[src/rtl/pab_pkg.sv]
`timescale 1ns / 1ps
`default_nettype none
package pab_pkg;

  localparam int MAX_WIDTH  = 256;
  localparam int MAX_HEIGHT = 256;
  localparam int DEPTH      = MAX_WIDTH * MAX_HEIGHT;
  localparam int ADDR_W     = $clog2(DEPTH);
  localparam int NPIX_W     = $clog2(DEPTH + 1);
  localparam int DIM_W      = 9;
  localparam int CFG_IDX_W  = 1;
  localparam int DIV_STEPS  = 33;
  localparam int STEP_W     = $clog2(DIV_STEPS + 1);

  localparam logic [CFG_IDX_W-1:0] CFG_WIDTH  = 1'd0;
  localparam logic [CFG_IDX_W-1:0] CFG_HEIGHT = 1'd1;

  localparam logic [1:0] STAT_OK   = 2'd0;
  localparam logic [1:0] STAT_OOR  = 2'd1;
  localparam logic [1:0] STAT_DONE = 2'd2;

  typedef enum logic [1:0] {
    OP_ACC   = 2'd0,
    OP_READ  = 2'd1,
    OP_NORM  = 2'd2,
    OP_CLEAR = 2'd3
  } op_t;

  typedef struct packed {
    op_t         operation;
    logic [15:0] pixel_index;
    logic [7:0]  pos_x;
    logic [7:0]  pos_y;
    logic [15:0] red_in;
    logic [15:0] green_in;
    logic [15:0] blue_in;
  } in_item_t;

  typedef struct packed {
    logic [31:0] red_out;
    logic [31:0] green_out;
    logic [31:0] blue_out;
    logic [15:0] count_out;
    logic [1:0]  status;
  } out_item_t;

  typedef struct packed {
    logic [31:0] red;
    logic [31:0] green;
    logic [31:0] blue;
    logic [15:0] count;
  } pix_t;

  typedef enum logic [3:0] {
    S_INIT_CLR,
    S_IDLE,
    S_ACC_RD,
    S_ACC_WR,
    S_RD_RD,
    S_NRM_RD,
    S_NRM_CHK,
    S_NRM_DIV,
    S_NRM_WR,
    S_CLR,
    S_DONE
  } state_t;

  typedef enum logic {
    ADDR_ITEM,
    ADDR_SWEEP
  } addr_sel_t;

  typedef enum logic [1:0] {
    WR_ACC,
    WR_NORM,
    WR_ZERO
  } wr_sel_t;

  typedef struct packed {
    logic      load_item;
    logic      idx_clr;
    logic      idx_inc;
    addr_sel_t addr_sel;
    logic      mem_rd;
    logic      mem_wr;
    wr_sel_t   wr_sel;
    logic      div_start;
    logic      res_load;
  } cmd_t;

  typedef struct packed {
    op_t  op;
    logic in_range;
    logic cnt_nonzero;
    logic div_done;
    logic last_used;
    logic last_all;
    logic out_free;
  } stat_t;

endpackage
`default_nettype wire

[src/rtl/pab_ctrl.sv]
`timescale 1ns / 1ps
`default_nettype none
module pab_ctrl (
  input  wire logic           clk,
  input  wire logic           rst,
  input  wire logic           in_valid,
  output logic                in_stall,
  input  wire pab_pkg::stat_t stat,
  output pab_pkg::cmd_t       cmd
);
  import pab_pkg::*;

  state_t state, state_next;

  always_ff @(posedge clk) begin
    if (rst) begin
      state <= S_INIT_CLR;
    end else begin
      state <= state_next;
    end
  end

  // sequence one item at a time through the store
  always_comb begin
    state_next = state;
    cmd        = '0;
    cmd.addr_sel = ADDR_ITEM;
    cmd.wr_sel   = WR_ZERO;
    in_stall   = (state != S_IDLE);
    unique case (state)
      S_INIT_CLR: begin
        cmd.addr_sel = ADDR_SWEEP;
        cmd.mem_wr   = 1'b1;
        cmd.wr_sel   = WR_ZERO;
        if (stat.last_all) begin
          state_next = S_IDLE;
        end else begin
          cmd.idx_inc = 1'b1;
        end
      end
      S_IDLE: begin
        if (in_valid) begin
          cmd.load_item = 1'b1;
          cmd.idx_clr   = 1'b1;
          state_next    = S_ACC_RD;
        end
      end
      S_ACC_RD: begin
        // dispatch on the captured operation
        unique case (stat.op)
          OP_ACC: begin
            if (stat.in_range) begin
              cmd.mem_rd = 1'b1;
              state_next = S_ACC_WR;
            end else begin
              state_next = S_DONE;
            end
          end
          OP_READ: begin
            state_next = S_RD_RD;
          end
          OP_NORM: begin
            state_next = S_NRM_RD;
          end
          default: begin
            state_next = S_CLR;
          end
        endcase
      end
      S_ACC_WR: begin
        cmd.mem_wr = 1'b1;
        cmd.wr_sel = WR_ACC;
        state_next = S_DONE;
      end
      S_RD_RD: begin
        cmd.mem_rd = stat.in_range;
        state_next = S_DONE;
      end
      S_NRM_RD: begin
        cmd.addr_sel = ADDR_SWEEP;
        cmd.mem_rd   = 1'b1;
        state_next   = S_NRM_CHK;
      end
      S_NRM_CHK: begin
        if (stat.cnt_nonzero) begin
          cmd.div_start = 1'b1;
          state_next    = S_NRM_DIV;
        end else begin
          state_next = S_NRM_WR;
        end
      end
      S_NRM_DIV: begin
        if (stat.div_done) begin
          state_next = S_NRM_WR;
        end
      end
      S_NRM_WR: begin
        cmd.addr_sel = ADDR_SWEEP;
        cmd.mem_wr   = 1'b1;
        cmd.wr_sel   = WR_NORM;
        if (stat.last_used) begin
          state_next = S_DONE;
        end else begin
          cmd.idx_inc = 1'b1;
          state_next  = S_NRM_RD;
        end
      end
      S_CLR: begin
        cmd.addr_sel = ADDR_SWEEP;
        cmd.mem_wr   = 1'b1;
        cmd.wr_sel   = WR_ZERO;
        if (stat.last_all) begin
          state_next = S_DONE;
        end else begin
          cmd.idx_inc = 1'b1;
        end
      end
      S_DONE: begin
        if (stat.out_free) begin
          cmd.res_load = 1'b1;
          state_next   = S_IDLE;
        end
      end
      default: begin
        state_next = S_IDLE;
      end
    endcase
  end

endmodule
`default_nettype wire

[config.mk]
export PLATFORM = sky130hd
export DESIGN_NAME = pab_ctrl
export DESIGN_NICKNAME = d
export VERILOG_FILES = /design/src/rtl/pab_pkg.sv /design/src/rtl/pab_ctrl.sv
export SDC_FILE = /design/constraint.sdc
export NUM_CORES = 1
export LEC_CHECK = 0
export BUFFER_PORTS_ARGS = -buffer_cell sky130_fd_sc_hd__buf_4
export CAP_MARGIN = 20
export CORE_UTILIZATION = 29
export DETAILED_ROUTE_END_ITERATION = 7
export GPL_TIMING_DRIVEN = 0
export PLACE_DENSITY = 0.55
export SLEW_MARGIN = 15
export SYNTH_ARGS = -nofsm -noshare
export SYNTH_HDL_FRONTEND = slang
export SYNTH_SLANG_ARGS = --single-unit
export TNS_END_PERCENT = 50
[constraint.sdc]
create_clock -name clk -period 1.9 [get_ports clk]
set_clock_uncertainty 0.1 [all_clocks]
set_input_delay 0.095 -clock clk [delete_from_list [all_inputs] [get_ports clk]]
set_output_delay 0.095 -clock clk [all_outputs]
set_load 0.005 [all_outputs]
### Word-level counts from Yosys, hierarchy flattened

Cells that the tools add are included.

| operators by class | value |
|---|---|
| div/mod/pow operators | 0 |
| shifts and indexed selects | 0 |
| reduce and logical (&&, ||, !) cells | 6 |
| multipliers | 0 |
| magnitude comparators | 0 |
| equal/unequal tests | 18 |
| muxes and demuxes | 24 |
| bitwise gates (word level) | 0 |
| add/subtract/negate cells | 0 |

Operator list:

| operator | number |
|---|---|
| 4-bit case mux with 10 select lines | 1 |
| 4-bit two-way mux | 8 |
| 4-bit by 3-bit == test with 1-bit output (second input constant) | 4 |
| 4-bit == test (second input constant) | 3 |
| 4-bit case mux with 3 select lines | 1 |
| 2-bit inequality test (second input constant) | 5 |
| 1-bit two-way mux | 9 |
| 3-bit case mux with 3 select lines | 1 |
| 4-bit by 2-bit == test with 1-bit output (second input constant) | 2 |
| 5-bit AND reduction | 1 |
| 4-bit by 1-bit == test with 1-bit output (second input constant) | 1 |
| 4-bit zero test | 1 |
| 2-bit two-way mux | 2 |
| 4-bit by 1-bit inequality test with 1-bit output (second input constant) | 1 |
| 2-bit OR reduction | 2 |
| 4-bit OR reduction | 1 |
| 1-bit case mux with 3 select lines | 1 |
| 2-bit by 1-bit == test with 1-bit output (second input constant) | 1 |
| 2-bit == test (second input constant) | 1 |
| 2-bit zero test | 1 |
| 1-bit case mux with 2 select lines | 1 |

| storage, ports and cells | value |
|---|---|
| bits in read-only memories | 0 |
| bits in latches | 0 |
| logic and storage cells | 49 |
| bits in writable memories | 0 |
| flip-flop bits (word level) | 4 |
| memories kept | 0 |

### Depth between registers and ports, before layout

| depth | value |
|---|---|
| depth after elaboration | 3 |
| mapped depth | 6 |
| depth with buffers taken out | 6 |

### Least setup slack after synthesis

OpenSTA, ideal clock, no wires.

| path | value |
|---|---|
| path kind | reg-to-reg |
| start | register state[0] |
| end | register state[3] |
| stages on the path, launching flop included | 7 |
| setup slack | 0.575 ns |
| arrival | 1.102 ns |
| setup time | 0.123 ns |
| data required time | 1.677 ns |
| cell sequence | dfxtp_1 -> buf_4 -> and2b_1 -> nand2_1 -> a21oi_1 -> o31ai_1 -> a21oi_2 |

| on the way | value |
|---|---|
| word-level cells in the longest chain between the ends | 3 |
| elaborated cells between the ends (all ways) | 19 |

Ends and longest elaborated chain:

| what | line | source |
|---|---|---|
| start: declaration | pab_ctrl.sv:13 | `state_t state, state_next;` |
| start signal: assignment | pab_ctrl.sv:19 | `state <= state_next;` |
| 4-bit by 3-bit == test with 1-bit output, or another cell as far along | pab_ctrl.sv:30 | `unique case (state)` |
| 2-bit OR reduction (no line) / 2-bit inequality test (equally long branches) | -- |  |
| 4-bit case mux with 10 select lines / 5-bit AND reduction (equally long branches) | -- |  |

Several ways; a longest one is shown, not always the timed one.
A chain may end at the register's enable or synchronous reset.

==> results.toml <==
[yosys]
synth_cells = 87
yosys-mux-area-fraction = 0
synth.area.top_cells = "dfxtp_1 12%, a21oi_1 8.5%, buf_6 5.2%"
yosys.area_share.simple = 0.366
synth_area_leader_cell = "dfxtp_1"
synth.net_count = 100
synthXorXnorAreaFrac = 0.0135
synth.distinct_cells = 38
synth_top_family_by_area = "simple AND/OR/NAND/NOR gates"
synth.top_cell.area_share = 0.124
synth_compound_area_frac = 0.329
ys_ff_latch = 4
syn-cell-area_um2 = 647
ys.flop_type = "dfxtp_1"
synth-edff-count = 0
syn_area_per_cell_um2 = 7.44
synthArstFlopShare = 0
ys_seq_area_frac = 0.124
synth_fa_ha_area_frac = 0.0387
yosys_warnings = 0

[worst_setup_path]
crit_fanout = 9
worst_setup_path_start_kind = "register"
slowest_stage = "dfxtp_1"
path_cells = "buf_6, and2b_1, or2_2, a21oi_1, buf_4"
max_stage_delay_ns = 0.31
worstSetupEndpointType = "output pin"
criticalPathCategory = "reg -> out"
cp.required_ns = 1.70
arrival_ns = 1.45

[layout]
largest-register = "state"
diodes = 0
final_cell_mix = "23 x buf_4, 11 x a21oi_1, 8 x nor2_1"
drive_gt1_frac = 0.384
nets = 127
final_common_cell = "buf_4"
finalNonFillerCells = 139
reg_top3 = "state x4"
syn2layout_area_growth_pct = 34.6
largest_reg_flops = 4

[power_and_ir_drop]
power_leakage_nw = 0.389
ir_drop_uv = 328
sequentialPowerShare = 0.242
p_clk_frac = 0.270
pwr_density_cell_mw_per_mm2 = 439
power_frac_comb = 0.488
p_switching_mw = 0.127
switching_share = 0.332
internal-power_mw = 0.256

[floorplanning]
core_mm2 = 0.00202
start_util = 0.320
io_pins = 22
row_count = 16
die_height_um = 49.2
die_area_mm2 = 0.00242
dieWidth_um = 49.2

[cts]
postCtsSetupRepairBufs = 0
clkLatencyLatePin_ns = 0.23
ctsResizeCount = 0
clock_sinks = 4
clk_path_buf_depth = 2
cts_tree = "yes"
cts-buffers-inserted = 3
ctsHtreeMaxLevel = 1
hold_buffers = 1
root_buffer = "clkbuf_4"
clk_pin_slew_ns = 0.04

[global_route]
grtUsageTotal = 0.151
grt_pass1_wl_mm = 2.86
grt_max_degree = 11
grt_antenna_before_repair = 0
grt_pass1_vias = 636
grt_overflow = 0

[timing]
fin_setup_tns_ns = 0
fin_crit_ns = 1.65
finalMaxSlewViolations = 0
relSlewSlack = 0.810
finalHoldViolCount = 0
worstMarginPinSlew_ns = 0.283
fmax_ghz = 0.607
fin_crit_sh = 0.867
rsz0062_at_grt = "false"
setup_viol = 0

[routing]
drc = 0
vias_per_cell = 4.99
num_vias = 693
wl_per_cell_um = 12.0
wl_mm = 1.67
ant_nets = 0
first_iter_violations = 11
drtPass1Iterations = 4

[placement]
place_hpwl_mm = 1.29
finalWeightedCongestion = 0.778
portBuffers = 21
place_inst = 135

[hold_path]
hp-class = "in -> reg"

[status]
outcome = "completed"

[flow_run]
cap_violations = 0
[power by group through the flow]
stage                     Clock, mW  Sequential [mW]  Combinational [mW]
after floorplan                   0           0.0934               0.114
after global placement            0           0.0937               0.185
after detailed placement          0           0.0938               0.185
after CTS                     0.108           0.0929               0.188
after global routing          0.117           0.0935               0.206
final                         0.103           0.0927               0.187
[cells by family after synthesis]
kind of cell | after synthesis
AOI/OAI and AO/OA | 29
buffers and inverters | 13
DFF | 4
and+or+nand+nor | 38
xor gates and xnor gates | 1
adders and majority gates | 2
[stage by stage]
stage / power [mW] / hold WS [ns] / worst slack [ns] / instance area, um^2 / utilization
finish: 0.383 / 0.0847 / 0.252 / 871 / 0.431
global route: 0.416 / 0.0945 / 0.135 / 871 / 0.431
CTS: 0.389 / 0.0772 / 0.240 / 871 / 0.431
detailed placement: 0.279 / 0.211 / 0.370 / 838 / 0.415
global placement: 0.279 / 0.203 / 0.343 / 838 / 0.415
floorplan: 0.207 / 0.0574 / 0.575 / 647 / -
[path summary, 6_finish.rpt]
kind	start	end	slack, ns	depth (start not counted)
worst max-delay path	state[3]	cmd[4]	0.25	5
worst min-delay path	stat[0]	state[3]	0.08	4
worst max register to register	state[1]	state[3]	0.37	6
worst min register to register	state[2]	state[3]	0.58	4
[metal layers]
metal  global-route usage  routed length [um]  vias to the layer above
li1                     -                   -                      366
met1                0.194                 765                      312
met2                0.251                 829                       15
met3               0.0498                  78                        0
met4               0.0147                   0                        0
met5                    0                   0                        -
[cell type report]
type                            count  area (um^2)
Tap cell                           27         33.8
Fill cell                         228         1150
Timing Repair Buffer               22          168
Buffer                              9         68.8
Clock buffer                        3         22.5
Inverter                            4         15.0
Sequential cell                     4         80.1
Multi-Input combinational cell     70          483
[cells in the mapped netlist, types with 2 or more instances]
| library cell | number |
|---|---|
| a21oi_1 | 11 |
| nor2_1 | 8 |
| nand2_1 | 7 |
| nand2b_1 | 5 |
| buf_2 | 4 |
| dfxtp_1 | 4 |
| inv_1 | 4 |
| nor3_1 | 4 |
| and3_1 | 3 |
| buf_6 | 3 |
| o211ai_1 | 3 |
| a21o_1 | 2 |
| a32oi_1 | 2 |
| buf_4 | 2 |
| ha_1 | 2 |
[worst max-delay path: cells and delay by family (launching register included)]
| family | cells | cell delay, ns |
|---|---|---|
| flip-flops | 1 | 0.31 |
| buffers and inverters | 2 | 0.26 |
| AO/OA/AOI/OAI | 1 | 0.14 |
| AND/OR/NAND/NOR | 2 | 0.49 |
Note: power is estimated with default switching activity, not from simulation.
